===== src/rtl/core/ded_pkg.sv =====
`default_nettype none

package ded_pkg;

  localparam int unsigned WindowTapsDefault = 8;

  localparam logic [14:0] JerkThrReset    = 15'd600;
  localparam logic [14:0] YawThrReset     = 15'd15000;
  localparam logic [15:0] MinPersistReset = 16'd50;
  localparam logic [15:0] CoolPeriodReset = 16'd1000;

  typedef enum logic [1:0] {
    MODE_IDLE      = 2'd0,
    MODE_DETECTING = 2'd1,
    MODE_EVENT     = 2'd2,
    MODE_COOLDOWN  = 2'd3
  } mode_e;

  typedef enum logic [1:0] {
    EV_NONE  = 2'd0,
    EV_ACCEL = 2'd1,
    EV_BRAKE = 2'd2,
    EV_TURN  = 2'd3
  } event_e;

  typedef enum logic [2:0] {
    CFG_JERK_THR    = 3'd0,
    CFG_YAW_THR     = 3'd1,
    CFG_MIN_PERSIST = 3'd2,
    CFG_COOL_PERIOD = 3'd3
  } cfg_idx_e;

endpackage

`default_nettype wire


===== src/rtl/core/driving_event_detector.sv =====
`default_nettype none

// Channel   Direction  Handshake                  Payload
// in        sink       in_valid_i / in_stall_o    accel_long_i, yaw_rate_i, elapsed_ms_i
// out       source     out_valid_o / out_stall_i  event_code_o
// cfg       sink       cfg_valid_i / cfg_ready_o  cfg_index_i, cfg_data_i
//
// One request is taken per cycle while in_stall_o is low; its result is held in the output register until taken.
// The rate is set by the window memory, which is read and written once in the accept cycle.
// Each of the four pipeline stages and the output register holds one request and stalls alone.
// Reset is asynchronous and active low; the window memory starts empty through per-entry
// valid bits, so no clearing pass is needed.

module driving_event_detector import ded_pkg::*; #(
  parameter int unsigned WINDOW_TAPS = WindowTapsDefault
) (
  input  wire logic               clk_i,
  input  wire logic               rst_ni,
  input  wire logic               in_valid_i,
  output      logic               in_stall_o,
  input  wire logic signed [15:0] accel_long_i,
  input  wire logic signed [15:0] yaw_rate_i,
  input  wire logic        [15:0] elapsed_ms_i,
  output      logic               out_valid_o,
  input  wire logic               out_stall_i,
  output      logic        [1:0]  event_code_o,
  input  wire logic               cfg_valid_i,
  output      logic               cfg_ready_o,
  input  wire logic        [2:0]  cfg_index_i,
  input  wire logic        [15:0] cfg_data_i
);

  localparam int unsigned PosW   = $clog2(WINDOW_TAPS);
  localparam int unsigned TotW   = 16 + PosW;
  localparam int unsigned ShiftW = TotW + PosW;
  localparam int unsigned RecipW = TotW + 1;
  localparam int unsigned ProdW  = TotW + RecipW;
  localparam longint unsigned RecipVal =
    ((64'd1 << ShiftW) + 64'(WINDOW_TAPS) - 64'd1) / 64'(WINDOW_TAPS);
  localparam logic [RecipW-1:0] Recip   = RecipW'(RecipVal);
  localparam logic [PosW-1:0]   LastPos = PosW'(WINDOW_TAPS - 1);

  logic [14:0] jerk_thr_q;
  logic [14:0] yaw_thr_q;
  logic [15:0] min_persist_q;
  logic [15:0] cool_period_q;

  logic signed [15:0] win_mem [WINDOW_TAPS];
  logic [WINDOW_TAPS-1:0] win_vld_q;
  logic [PosW-1:0] pos_q;

  logic s1_valid_q, s2_valid_q, s3_valid_q, s4_valid_q, out_valid_q;
  logic s1_ready, s2_ready, s3_ready, s4_ready, out_ready;
  logic in_acc, s1_fire, s2_fire, s3_fire, s4_fire;

  logic signed [15:0] s1_rdata_q;
  logic               s1_rvld_q;
  logic signed [15:0] s1_accel_q;
  logic signed [15:0] s1_yaw_q;
  logic        [15:0] s1_dt_q;
  logic signed [15:0] s1_old;

  logic signed [TotW-1:0] total_q;
  logic signed [15:0]     s2_yaw_q;
  logic        [15:0]     s2_dt_q;

  logic                   tot_neg;
  logic [TotW-1:0]        tot_mag;
  logic [ProdW-1:0]       prod;
  logic [15:0]            s3_quot_q;
  logic                   s3_neg_q;
  logic signed [15:0]     s3_yaw_q;
  logic        [15:0]     s3_dt_q;

  logic signed [16:0] filt;
  logic signed [15:0] prior_q;
  logic signed [16:0] jerk;
  logic signed [16:0] jerk_thr_s;
  logic signed [16:0] yaw_thr_s;
  logic signed [16:0] yaw_s;
  event_e             cand;
  event_e             s4_cand_q;
  logic [15:0]        s4_dt_q;

  mode_e       mode_q, mode_d;
  event_e      pending_q, pending_d;
  logic [15:0] persist_q, persist_d;
  logic [15:0] cool_q, cool_d;
  logic [16:0] persist_sum;
  event_e      emit;
  logic [1:0]  event_code_q;

  assign out_ready = !out_valid_q || !out_stall_i;
  assign s4_ready  = !s4_valid_q || out_ready;
  assign s3_ready  = !s3_valid_q || s4_ready;
  assign s2_ready  = !s2_valid_q || s3_ready;
  assign s1_ready  = !s1_valid_q || s2_ready;

  assign in_stall_o = !s1_ready;
  assign in_acc     = in_valid_i && s1_ready;
  assign s1_fire    = s1_valid_q && s2_ready;
  assign s2_fire    = s2_valid_q && s3_ready;
  assign s3_fire    = s3_valid_q && s4_ready;
  assign s4_fire    = s4_valid_q && out_ready;

  assign cfg_ready_o  = 1'b1;
  assign out_valid_o  = out_valid_q;
  assign event_code_o = event_code_q;

  always_ff @(posedge clk_i or negedge rst_ni) begin
    if (!rst_ni) begin
      jerk_thr_q    <= JerkThrReset;
      yaw_thr_q     <= YawThrReset;
      min_persist_q <= MinPersistReset;
      cool_period_q <= CoolPeriodReset;
    end else if (cfg_valid_i && cfg_ready_o) begin
      unique case (cfg_idx_e'(cfg_index_i))
        CFG_JERK_THR:    jerk_thr_q    <= cfg_data_i[14:0];
        CFG_YAW_THR:     yaw_thr_q     <= cfg_data_i[14:0];
        CFG_MIN_PERSIST: min_persist_q <= cfg_data_i;
        CFG_COOL_PERIOD: cool_period_q <= cfg_data_i;
        default: ;
      endcase
    end
  end

  // The window entry is read before it is overwritten in the same cycle.
  always_ff @(posedge clk_i) begin
    if (in_acc) begin
      s1_rdata_q      <= win_mem[pos_q];
      win_mem[pos_q]  <= accel_long_i;
      s1_accel_q      <= accel_long_i;
      s1_yaw_q        <= yaw_rate_i;
      s1_dt_q         <= elapsed_ms_i;
    end
  end

  always_ff @(posedge clk_i or negedge rst_ni) begin
    if (!rst_ni) begin
      win_vld_q <= '0;
      s1_rvld_q <= 1'b0;
      pos_q     <= '0;
    end else if (in_acc) begin
      s1_rvld_q        <= win_vld_q[pos_q];
      win_vld_q[pos_q] <= 1'b1;
      pos_q            <= (pos_q == LastPos) ? '0 : pos_q + 1'b1;
    end
  end

  always_ff @(posedge clk_i or negedge rst_ni) begin
    if (!rst_ni) begin
      s1_valid_q  <= 1'b0;
      s2_valid_q  <= 1'b0;
      s3_valid_q  <= 1'b0;
      s4_valid_q  <= 1'b0;
      out_valid_q <= 1'b0;
    end else begin
      if (s1_ready)  s1_valid_q  <= in_valid_i;
      if (s2_ready)  s2_valid_q  <= s1_valid_q;
      if (s3_ready)  s3_valid_q  <= s2_valid_q;
      if (s4_ready)  s4_valid_q  <= s3_valid_q;
      if (out_ready) out_valid_q <= s4_valid_q;
    end
  end

  // Running window sum; it changes exactly when stage two is loaded.
  assign s1_old = s1_rvld_q ? s1_rdata_q : 16'sd0;

  always_ff @(posedge clk_i or negedge rst_ni) begin
    if (!rst_ni) begin
      total_q <= '0;
    end else if (s1_fire) begin
      total_q <= total_q - TotW'(s1_old) + TotW'(s1_accel_q);
    end
  end

  always_ff @(posedge clk_i) begin
    if (s1_fire) begin
      s2_yaw_q <= s1_yaw_q;
      s2_dt_q  <= s1_dt_q;
    end
  end

  // Division of the magnitude by the tap count through an exact reciprocal.
  assign tot_neg = total_q[TotW-1];
  assign tot_mag = tot_neg ? TotW'(-total_q) : TotW'(total_q);
  assign prod    = ProdW'(tot_mag) * ProdW'(Recip);

  always_ff @(posedge clk_i) begin
    if (s2_fire) begin
      s3_quot_q <= prod[ShiftW +: 16];
      s3_neg_q  <= tot_neg;
      s3_yaw_q  <= s2_yaw_q;
      s3_dt_q   <= s2_dt_q;
    end
  end

  assign filt       = s3_neg_q ? -$signed({1'b0, s3_quot_q}) : $signed({1'b0, s3_quot_q});
  assign jerk       = filt - 17'(prior_q);
  assign jerk_thr_s = $signed({2'b00, jerk_thr_q});
  assign yaw_thr_s  = $signed({2'b00, yaw_thr_q});
  assign yaw_s      = 17'(s3_yaw_q);

  always_comb begin
    if (jerk > jerk_thr_s) begin
      cand = EV_ACCEL;
    end else if (jerk < -jerk_thr_s) begin
      cand = EV_BRAKE;
    end else if ((yaw_s > yaw_thr_s) || (yaw_s < -yaw_thr_s)) begin
      cand = EV_TURN;
    end else begin
      cand = EV_NONE;
    end
  end

  always_ff @(posedge clk_i or negedge rst_ni) begin
    if (!rst_ni) begin
      prior_q <= '0;
    end else if (s3_fire) begin
      prior_q <= filt[15:0];
    end
  end

  always_ff @(posedge clk_i) begin
    if (s3_fire) begin
      s4_cand_q <= cand;
      s4_dt_q   <= s3_dt_q;
    end
  end

  assign persist_sum = {1'b0, persist_q} + {1'b0, s4_dt_q};

  always_comb begin
    mode_d = mode_q;
    unique case (mode_q)
      MODE_IDLE: begin
        if (s4_cand_q != EV_NONE) mode_d = MODE_DETECTING;
      end
      MODE_DETECTING: begin
        if (s4_cand_q != pending_q) begin
          mode_d = MODE_IDLE;
        end else if (persist_d >= min_persist_q) begin
          mode_d = MODE_EVENT;
        end
      end
      MODE_EVENT: begin
        mode_d = MODE_COOLDOWN;
      end
      MODE_COOLDOWN: begin
        if (s4_dt_q >= cool_q) mode_d = MODE_IDLE;
      end
      default: mode_d = MODE_IDLE;
    endcase
  end

  always_comb begin
    pending_d = pending_q;
    persist_d = persist_q;
    cool_d    = cool_q;
    emit      = EV_NONE;
    unique case (mode_q)
      MODE_IDLE: begin
        if (s4_cand_q != EV_NONE) begin
          pending_d = s4_cand_q;
          persist_d = s4_dt_q;
        end
      end
      MODE_DETECTING: begin
        if (s4_cand_q == pending_q) begin
          persist_d = persist_sum[16] ? 16'hFFFF : persist_sum[15:0];
          if (persist_d >= min_persist_q) begin
            emit   = pending_q;
            cool_d = cool_period_q;
          end
        end else begin
          pending_d = EV_NONE;
          persist_d = '0;
        end
      end
      MODE_EVENT: ;
      MODE_COOLDOWN: begin
        if (s4_dt_q >= cool_q) begin
          cool_d    = '0;
          pending_d = EV_NONE;
          persist_d = '0;
        end else begin
          cool_d = cool_q - s4_dt_q;
        end
      end
      default: ;
    endcase
  end

  always_ff @(posedge clk_i or negedge rst_ni) begin
    if (!rst_ni) begin
      mode_q    <= MODE_IDLE;
      pending_q <= EV_NONE;
      persist_q <= '0;
      cool_q    <= '0;
    end else if (s4_fire) begin
      mode_q    <= mode_d;
      pending_q <= pending_d;
      persist_q <= persist_d;
      cool_q    <= cool_d;
    end
  end

  always_ff @(posedge clk_i) begin
    if (s4_fire) begin
      event_code_q <= emit;
    end
  end

  a_emit_in_event: assert property (@(posedge clk_i) disable iff (!rst_ni)
    (out_valid_o && (event_code_o != EV_NONE)) |-> (mode_q == MODE_EVENT))
    else $error("An emitted event is not matched by the event mode.");

  a_idle_clear: assert property (@(posedge clk_i) disable iff (!rst_ni)
    (mode_q == MODE_IDLE) |-> ((pending_q == EV_NONE) && (persist_q == '0)))
    else $error("Idle mode holds a pending candidate.");

  a_detect_pending: assert property (@(posedge clk_i) disable iff (!rst_ni)
    (mode_q == MODE_DETECTING) |-> (pending_q != EV_NONE))
    else $error("Detecting mode has no pending candidate.");

  a_pos_step: assert property (@(posedge clk_i) disable iff (!rst_ni)
    in_acc |=> (pos_q == (($past(pos_q) == LastPos) ? '0 : $past(pos_q) + 1'b1)))
    else $error("Window position did not advance with an accepted request.");

  a_event_one_step: assert property (@(posedge clk_i) disable iff (!rst_ni)
    (s4_fire && (mode_q == MODE_EVENT)) |=> (mode_q == MODE_COOLDOWN))
    else $error("Event mode lasted more than one request.");

endmodule

`default_nettype wire


===== config.mk =====
export PLATFORM = sky130hd
export DESIGN_NAME = driving_event_detector
export DESIGN_NICKNAME = d
export VERILOG_FILES = /design/src/rtl/core/ded_pkg.sv /design/src/rtl/core/driving_event_detector.sv
export SDC_FILE = /design/constraint.sdc
export NUM_CORES = 1
export LEC_CHECK = 0
export ABC_AREA = 1
export BUFFER_PORTS_ARGS = -buffer_cell sky130_fd_sc_hd__buf_2
export CORE_MARGIN = 3
export CORE_UTILIZATION = 57
export CTS_CLUSTER_DIAMETER = 30
export DETAILED_ROUTE_END_ITERATION = 12
export PLACE_DENSITY_LB_ADDON = 0.3
export RECOVER_POWER = 50
export SLEW_MARGIN = 10
export SYNTH_ARGS = -nofsm -noshare
export SYNTH_HDL_FRONTEND = slang
export SYNTH_SLANG_ARGS = --single-unit

===== constraint.sdc =====
create_clock -name clk_i -period 3.5 [get_ports clk_i]
set_input_delay 0.175 -clock clk_i [delete_from_list [all_inputs] [get_ports clk_i]]
set_output_delay 0.175 -clock clk_i [all_outputs]
set_load 0.05 [all_outputs]

## After elaboration in Yosys (flattened, before gate mapping)

Memories as Yosys holds them, arrays and structs flattened. A register that Yosys moved wholly into a read port is not among the register bits.
Cells that the tools add are included.

- Register bits after elaboration: 299
- Latch bits: 0
- RAM bits: 128
- Memory bits (read-only): 0
- Input port bits: 72
- Word-level logic and storage cells: 128
- Memories: 1

- $add $sub $neg: 10
- Multipliers: 0
- Divide/modulo/power cells: 0
- Order comparisons: 9
- Equal/unequal tests: 15
- Shift operators: 0
- Mux-type cells: 29
- Bitwise gates (word level): 1
- Reductions and logical operators: 32

Memory list:

| name | words | width | rd ports | clocked after memory_dff | wr ports | line | source |
|---|---|---|---|---|---|---|---|
| win_mem | 8 | 16 | 1 | 1 | 1 | driving_event_detector.sv:48 | `logic signed [15:0] win_mem [WINDOW_TAPS];` |

Operators by type and width:

| operator | number |
|---|---|
| 16-bit 2-to-1 mux | 8 |
| 16-bit greater-or-equal comparator | 3 |
| 16-bit one-hot mux with 3 select lines | 1 |
| 15-bit negation with 17-bit output | 2 |
| 16-bit one-hot mux with 2 select lines | 1 |
| 19-bit by 16-bit adder with 19-bit output | 1 |
| 19-bit negation | 1 |
| 19-bit by 16-bit subtractor with 19-bit output | 1 |
| 18-bit 2-to-1 mux | 1 |
| 16-bit by 16-bit adder with 17-bit output | 1 |
| 17-bit by 16-bit > comparator with 1-bit output | 1 |
| 16-bit by 17-bit < comparator with 1-bit output | 1 |
| 17-bit < comparator | 1 |
| 17-bit 2-to-1 mux | 1 |
| 16-bit negation with 17-bit output | 1 |
| 17-bit by 16-bit subtractor with 17-bit output | 1 |
| 16-bit > comparator | 1 |
| 2-bit 2-to-1 mux | 8 |
| 16-bit subtractor | 1 |
| 2-bit != test (second input constant) | 5 |
| 8-bit bitwise OR | 1 |
| 2-bit one-hot mux with 4 select lines | 1 |
| 2-bit AND reduction | 4 |
| 4-bit AND reduction | 2 |
| 25 further kinds | 47 |

## Depth between registers and ports, before layout

Gate-level depths: netlist (run 1).

- Word-level depth: 9
- Depth in mapped cells: 30
- Depth with buffers taken out: 30

## Least setup slack after synthesis (run 1)

No wires, ideal clock.

- Path kind: reg2reg
- From: reg s3_neg_q
- To: reg s4_cand_q[1] (data pin)
- Arrival: 3,339 ps
- Required time: 3,243 ps
- Setup slack: -96 ps
- Stages on the path, launching flop included: 21
- Cells stage by stage: edfxtp_1 > clkbuf_1 > o21ai_0 > inv_1 > fa_1 > o21ai_0 > a21oi_1 > o21ai_0 > a31oi_1 > xnor2_1 > ha_1 > nand2_1 > inv_1 > o21ai_0 > a21oi_1 > nor2_1 > nand3_1 > nand2_1 > nand2_1 > nor2_1 > a21oi_1

- Cells in the longest elaborated chain, start to end: 4
- Elaborated cells between the ends (all ways): 5

RTL lines:

| what | line | source |
|---|---|---|
| start, declared | driving_event_detector.sv:71 | `logic s3_neg_q;` |
| start signal, assigned | driving_event_detector.sv:192 | `s3_neg_q <= tot_neg;` |
| 17-bit 2-to-1 mux * | driving_event_detector.sv:198 | `assign filt = s3_neg_q ? -$signed({1'b0, s3_quot_q}) : $signed({1'b0, s3_quot_q});` |
| net filt[1] | driving_event_detector.sv:75 | `logic signed [16:0] filt;` |
| 17-bit by 16-bit subtractor with 17-bit output * | driving_event_detector.sv:199 | `assign jerk = filt - 17'(prior_q);` |
| 17-bit < comparator | driving_event_detector.sv:207 | `end else if (jerk < -jerk_thr_s) begin` |
| 2-bit 2-to-1 mux | driving_event_detector.sv:207 |  |
| end signal, assigned | driving_event_detector.sv:226 | `s4_cand_q <= cand;` |
| end, declared | driving_event_detector.sv:82 | `event_e s4_cand_q;` |

The timed path passes the listed nets; every way through them passes the cells marked *.
A chain may end at the register's enable or synchronous reset.

## Worst setup path after layout (run 1)

- From: reg s3_quot_q[1]
- To: reg s4_cand_q[0] (data pin)

- Cells in the longest elaborated chain, start to end: 5
- Elaborated cells between the ends (all ways): 6

RTL lines:

| what | line | source |
|---|---|---|
| start, declared | driving_event_detector.sv:70 | `logic [15:0] s3_quot_q;` |
| start signal, assigned | driving_event_detector.sv:191 | `s3_quot_q <= prod[ShiftW +: 16];` |
| 16-bit negation with 17-bit output * | driving_event_detector.sv:198 |  |
| 17-bit 2-to-1 mux * | driving_event_detector.sv:198 |  |
| net filt[10] | driving_event_detector.sv:75 |  |
| 17-bit by 16-bit subtractor with 17-bit output * | driving_event_detector.sv:199 |  |
| 17-bit < comparator | driving_event_detector.sv:207 |  |
| 2-bit 2-to-1 mux | driving_event_detector.sv:207 |  |

Marked as above.

==> results of run 1 <==
[power breakdown]
group | internal [uW] | switching, uW
combinational | 8310 | 11400
clock | 5510 | 2840
sequential | 7100 | 822
[cell families after synthesis]
kind of cell    after synthesis  synth area share, %
buf+inv                     400                6.491
compound gates              410                9.807
fa+ha+maj                   188                10.53
other cells                   1              0.01573
flops                       443                52.74
simple gates                963                16.96
xor+xnor                     94                3.453
[synthesized netlist by cell type, drive strengths merged, types with 34 or more instances]
cell	n	area (um2)
nand2	623	2361
inv	348	1306
edfxtp	293	8798
ha	167	2090
nand4	38	237.7
o21ai	202	1015
nand3	122	620.6
nor2	136	530.5
clkbuf	34	128.9
a21oi	115	598.1
dfrtp	130	3253
xor2	69	604.3
[worst paths after layout]
check / startpoint / to / slack [ns] / depth (start not counted)
hold / removal: cfg_data_i[2] / cool_period_q[2] / 0.02 / 3
max in group asynchronous: rst_ni / cool_q[1] / 0.33 / 3
setup reg to reg: s3_quot_q[1] / s4_cand_q[0] / -0.33 / 25
hold reg to reg: s1_yaw_q[12] / s2_yaw_q[12] / 0.42 / 0
min in group asynchronous: rst_ni / persist_q[15] / 0.83 / 2
setup / recovery: s3_quot_q[1] / s4_cand_q[0] / -0.33 / 25
[cells in the final DEF, fill, tap and decap left out, drive strengths merged, types with 11 or more instances in the layout]
| cell | Yosys | routed |
|---|---|---|
| nand2 | 623 | 623 |
| inv | 348 | 357 |
| edfxtp | 293 | 293 |
| clkinv | 3 | 30 |
| a22oi | 23 | 23 |
| o21bai | 12 | 12 |
| nand4 | 38 | 38 |
| ha | 167 | 167 |
| dfrtp | 130 | 130 |
| buf | 15 | 230 |
| bufinv | 0 | 11 |
| a221oi | 16 | 16 |
| fa | 21 | 21 |
| nor3 | 19 | 19 |
| nand3 | 122 | 122 |
| o21ai | 202 | 202 |
| dfstp | 20 | 20 |
| xnor2 | 25 | 25 |
| xor2 | 69 | 69 |
| dlygate4sd3 | 0 | 54 |
| a21oi | 115 | 115 |
| nor2 | 136 | 136 |
| clkbuf | 34 | 128 |
[per-layer routing]
| layer | wire, um | track usage, % | up-vias |
|---|---|---|---|
| met5 | 0 | 0 | - |
| met4 | 2645 | 12.66 | 0 |
| met3 | 5038 | 5.462 | 202 |
| met2 | 32830 | 50.39 | 905 |
| met1 | 25930 | 37.25 | 9234 |
| li1 | - | - | 9115 |
[metrics by stage]
| stage | hold WS, ns | setup WS (ns) | util (%) | instance area [um2] | setup TNS, ns |
|---|---|---|---|---|---|
| 2_1_floorplan | -0.1206 | 0.008179 | - | 23850 | 0 |
| 3_3_place_gp | 0.3111 | -0.2343 | 62.62 | 25740 | -0.4503 |
| 3_5_place_dp | 0.3177 | -0.3823 | 62.62 | 25740 | -0.7848 |
| 4_1_cts | 0.00005940 | -0.2143 | 72.07 | 29630 | -0.4185 |
| 5_1_grt | 0.01339 | -0.7294 | 74.53 | 30640 | -8.975 |
| 6_report | 0.02396 | -0.3336 | 74.53 | 30640 | -0.6446 |
[flip-flops by register name (all words and copies together) (netlist names), 15 cells and up, named ones only]
register and count:
jerk_thr_q 15, s4_dt_q 16, s3_dt_q 16, s2_yaw_q 16, s3_quot_q 16, prior_q 16
yaw_thr_q 15, s1_yaw_q 16, s2_dt_q 16, total_q 19, cool_period_q 16, min_persist_q 16
s1_dt_q 16, s3_yaw_q 16, s1_rdata_q 16, persist_q 16, cool_q 16, win_mem 128
s1_accel_q 16
[critical path: stages, from the launching register on]
cell and delay [ns]:
edfxtp_1 0.37, inv_2 0.11, ha_4 0.15, nand4_1 0.17
nor2_2 0.15, nand2_1 0.11, nand2_2 0.11, xor2_2 0.08
ha_1 0.37, nand2_1 0.10, nor2_2 0.13, nand4_1 0.12
nand3_2 0.12, nand3_2 0.08, nand2_2 0.09, xor2_2 0.17
ha_1 0.27, nand2_1 0.09, inv_1 0.06, o21ai_2 0.12
nand2_1 0.08, nor2_2 0.13, nand4_1 0.12, buf_4 0.15
nand3_1 0.07, nand2_1 0.06
[timing repair]
item | in CTS | in global routing
buffers inserted | 19 | 25
hold buffers | 54 | 0
pin swaps | 35 | 91
gates resized for setup | 36 | 195
endpoints found under the setup margin | 19 | 22
gates cloned | 1 | 2
endpoints found under the hold margin | 262 | 0
[cell type report]
| cell class | count | area share (%) |
|---|---|---|
| Antenna cell | 1 | 0.008167 |
| Clock buffer | 103 | 7.461 |
| Tap cell | 532 | 2.172 |
| Clock inverter | 54 | 2.299 |
| Timing Repair Buffer | 309 | 7.747 |
| Inverter | 351 | 4.316 |
| Multi-Input combinational cell | 1656 | 34.95 |
| Sequential cell | 443 | 41.05 |
==> metrics.cfg, run 1 <==
[outcome]
status=finished, violations left
violations=capacitance limit, slew limit, setup timing

[sta]
drv_slew=88
fin_crit_ns=3.834
finalSetupViolCount=2
slew_headroom_pct=-58.02
finalCritPeriodShare_pct=109.5
rsz0062_at_grt=true
max_freq_mhz=260.9
worst_slack_ns=-0.3336
clock_skew_ns=0.03702
hold_violations=0
tightest_slew_ns=2.370

[floorplanning]
initial_core_util_pct=58.00
die-height_um=210.5
rows=74
fp.dieW_um=210.5
dieArea_mm2=0.04433
ioPinCount=77
core_mm2=0.04111

[worst_setup_path]
path_class=reg -> reg
worstPathRequired_ns=3.86
critPathMaxFanout=4
end_kind=flop
worst_setup_path_start_kind=flop
worstPathArrival_ns=4.19

[clock_tree]
cts_tree=done
clk_path_buf_depth=3
numCtsBuffers=85
clockRootBuffer=clkbuf_16
clk_latency_ns=0.62
clock_sinks=443
h-tree-depth=3
clk_pin_slew_ns=0.04

[layout]
fillerInstances=2772
seqCellArea_mm2=0.01258
nets=3106
final_cells=3449
syn_to_final_growth_pct=28.49
final_layout_size_suffix_gt1_share_pct=20.78
multi_input_comb_area_mm2=0.01071

[route]
dr.first_iter.drc_count=1776
drt_first_pass_iters=6
ant_nets=0
vias=19460
drc=0
vias_per_cell=5.641
wirelength_mm=66.44
wire_per_inst_um=19.26

[placed_design]
post-dp-hpwl_mm=43.01
dp.cells=3190
io_buffers=75
gp_congestion=0.9469

[logic_synthesis]
ys_seq_area_share_pct=52.74
synth_ff_type=edfxtp_1
avgSynthCellArea_um2=9.542
synth_area_mm2=0.02385
netlist_instances=2499
yosys_warnings=0
async_reset_ff_share_pct=33.86
synth-edff-count=293
ys_ff_latch=443
syn_nets=2759
synthDistinctLibCells=57

[run]
cap_violations=1

[grt]
track_usage_pct=29.54
grt_pass1_vias=19350
grt_max_degree=88
antenna_found_initial=2
overflow=0
grt_pass1_wl_mm=102.0

[min_path]
hold_class=in -> reg

[power_and_ir_drop]
p_leak_uw=0.01395
irDropWorstVdd_uv=832.7
power_density_mw_per_mm2=1173
p_total_uw=35930

No activity file was read; power rests on OpenSTA's default activity.
==> run 2: changes to the inputs <==
- CORE_MARGIN: 3 -> not set
- CORE_UTILIZATION: 57 -> 60
- TNS_END_PERCENT: not set -> 1
- clock period: 3.5 -> 3.78 ns (I/O delays scaled with it)
==> run 2 against run 1 <==
  * The run still ends with capacitance limit, slew limit, setup timing left
  * Sequential share of layout area increased by 2.2 points
  * Flip-flop and latch count unchanged
  * Clock power is 9.5% lower
  * Count of clock-buffer cells in the layout grew 4
  * Worst hold slack better by 0.0099 ns
  * Combinational power fell by 19%
  * Maximum frequency decreased by 3.0%
  * Utilization is 0.24 points higher
  * Non-clock buffer count shrank 77
  * Routed wire length decreased by 1.7%
  * Critical path type unchanged
  * Critical endpoint unchanged
  * Largest cell class unchanged
  * Largest power group unchanged
==> metrics.cfg, run 2 (synthesis results as in run 1) <==
[outcome]
status=finished, violations left  ; unchanged
violations=capacitance limit, slew limit, setup timing  ; unchanged

[min_path]
holdPathEnd=yaw_thr_q[2]  ; was cool_period_q[2]
worstHoldStart=cfg_data_i[2]  ; unchanged
hold_class=in -> reg  ; unchanged
holdPathStages=3  ; unchanged

[sta]
fin_crit_ns=3.954  ; was 3.834 ns
tightest_slew_ns=2.021  ; was 2.370 ns
finalSetupViolCount=2  ; unchanged
slew_headroom_pct=-34.76  ; was -58.02%
holdWs_ns=0.03385  ; was 0.02396 ns
finalCritPeriodShare_pct=104.6  ; was 109.5%
clock_skew_ns=0.03455  ; was 0.03702 ns
max_freq_mhz=252.9  ; was 260.9 MHz
hold_violations=0  ; unchanged
rsz0062_at_grt=true  ; unchanged
worst_slack_ns=-0.1736  ; was -0.3336 ns
drv_slew=78  ; was 88

[grt]
track_usage_pct=32.61  ; was 29.54%
grt_pass1_vias=19330  ; was 19350
grt_util_met2_pct=54.86  ; was 50.39%
antenna_found_initial=2  ; unchanged
grt_max_degree=78  ; was 88
busiest_layer=met2  ; unchanged
grtUsageMet3_pct=5.620  ; was 5.462%
overflow=0  ; unchanged
grt_pass1_wl_mm=101.7  ; was 102.0 mm
use_met1_pct=40.70  ; was 37.25%

[worst_setup_path]
r2r-end=s4_cand_q[0]  ; unchanged
worstPathArrival_ns=4.28  ; was 4.19 ns
r2r_start=s3_quot_q[4]  ; was s3_quot_q[1]
end_kind=flop  ; unchanged
critPathBufInv=2  ; was 3
cp_slowest_cell=edfxtp_1  ; unchanged
crit_path_frequent_cell=nand2_1  ; unchanged
critPathMaxFanout=4  ; unchanged
rrSetupSlack_ns=-0.17  ; was -0.33 ns
cpPeakStageDelay_ns=0.41  ; was 0.37 ns
worst_setup_path_start_kind=flop  ; unchanged
crit_chain=nor2_2 -> nand4_1 -> nor2_2 -> nor2_1 -> xor2_1 -> ha_1 -> a21oi_1 -> nand2_1 -> nand2_1 -> nand3_2 -> nand3_2 -> nand2_1 -> xor2_2 -> ha_1 -> nand2_1 -> inv_1 -> o21ai_1 -> nand2_1 -> nor2_2 -> nand4_1 -> buf_4 -> nand3_1 -> nand2_1
reg2reg_depth=23  ; was 25
cpLargestDelayFamily=simple AND/OR/NAND/NOR gates  ; unchanged
worstPathRequired_ns=4.11  ; was 3.86 ns
path_class=reg -> reg  ; unchanged

[clock_tree]
clk_latency_ns=0.61  ; was 0.62 ns
numCtsBuffers=82  ; was 85
clk_pin_slew_ns=0.05  ; was 0.04 ns
cts_tree=done  ; unchanged
h-tree-depth=3  ; unchanged
clk_path_buf_depth=3  ; unchanged
clockRootBuffer=clkbuf_16  ; unchanged
clock_sinks=443  ; unchanged

[layout]
nets=3026  ; was 3106
design_area_mm2=0.02910  ; was 0.03064 mm2
final_common_cell=nand2_1  ; unchanged
layout_common_cells=nand2_1, inv_1, edfxtp_1  ; unchanged
top_register=win_mem  ; unchanged
final_layout_size_suffix_gt1_share_pct=14.29  ; was 20.78%
reg.largest.list=win_mem (128), total_q (19)  ; unchanged
largest_register_ffs=128  ; unchanged
syn_to_final_growth_pct=22.03  ; was 28.49%

[route]
wirelength_mm=65.29  ; was 66.44 mm
ant_nets=0  ; unchanged
drt_first_pass_iters=6  ; unchanged
wire_per_inst_um=19.47  ; was 19.26 um
vias=19140  ; was 19460
dr.first_iter.drc_count=1764  ; was 1776
drc=0  ; unchanged
vias_per_cell=5.707  ; was 5.641

[power_and_ir_drop]
p_leak_uw=0.01331  ; was 0.01395 uW
irDropWorstVdd_uv=578.8  ; was 832.7 uV
power_density_mw_per_mm2=1063  ; was 1173 mW/mm2
p_total_uw=30930  ; was 35930 uW

[placed_design]
placed_cell_area_mm2=0.02539  ; was 0.02574 mm2
post-dp-hpwl_mm=42.40  ; was 43.01 mm
gp_congestion=0.9690  ; was 0.9469
io_buffers=75  ; unchanged

[run]
cap_violations=1  ; unchanged

[floorplanning]
fp.dieW_um=201.4  ; was 210.5 um
initial_core_util_pct=61.27  ; was 58.00%
dieArea_mm2=0.04054  ; was 0.04433 mm2
rows=72  ; was 74
die-height_um=201.4  ; was 210.5 um
ioPinCount=77  ; unchanged
core_mm2=0.03892  ; was 0.04111 mm2

run 2: cell types whose count changed in the layout (fill, tap and decap cells not counted), sizes merged:
cell,before,now
buf,230,156
clkinv,30,23
clkbuf,128,131
clkinvlp,7,10
inv,357,354
dlygate4sd3,54,52
bufinv,11,10
run 2: area by class of cell:
class	count	area, um2
diodes	1	2.502
clock buffers	107	2268
clock inverters	46	631.9
fillers	2590	9819
inverters	351	1318
multi-input cells	1656	9966
flip-flops and latches	443	12580
well taps	518	648.1
repair buffers	232	1687
run 2: repair_timing:
action	CTS	global route
buffers inserted	8	7
resized for setup	21	36
hold endpoints to repair	241	0
hold buffers	52	0
setup endpoints to repair	12	21
pin swaps	17	29
run 2: tightest hold or removal path, cell delays in order:
cell     delay [ns]
buf_2          0.07
inv_1          0.14
o21ai_0        0.19
run 2: how the worst max path moves through the flow:
| stage | start | to | slack (ns) | cells after the start |
|---|---|---|---|---|
| floorplan | s3_neg_q | s4_cand_q[1] | 0.18 | 20 |
| CTS | s3_quot_q[0] | s4_cand_q[1] | -0.02 | 25 |
| global route | s3_quot_q[4] | s4_cand_q[1] | -0.47 | 26 |
| detailed placement | s3_quot_q[3] | s4_cand_q[1] | -0.20 | 23 |
| global placement | s3_quot_q[3] | s4_cand_q[1] | -0.01 | 23 |
| finish | s3_quot_q[4] | s4_cand_q[0] | -0.17 | 23 |
run 2: where the power goes:
part	switching (uW)	internal (uW)
Clock	2590	4970
Sequential	770	6580
Combinational	9630	6390
run 2: through the flow:
step	TNS (ns)	std cells	setup slack, ns	util (%)
5_1_grt	-2.756	3354	-0.4697	74.77
3_3_place_gp	-0.01302	3133	-0.01302	65.23
2_1_floorplan	0	2499	0.1842	-
3_5_place_dp	-0.3565	3133	-0.1983	65.23
4_1_cts	-0.01775	3346	-0.01775	74.34
6_report	-0.3075	3354	-0.1736	74.77
run 2: layer usage:
layer	up-vias	part of all wire (%)
li1	8948	-
met1	9155	40
met2	840	48
met3	197	7.0
met4	0	4.8
met5	-	0
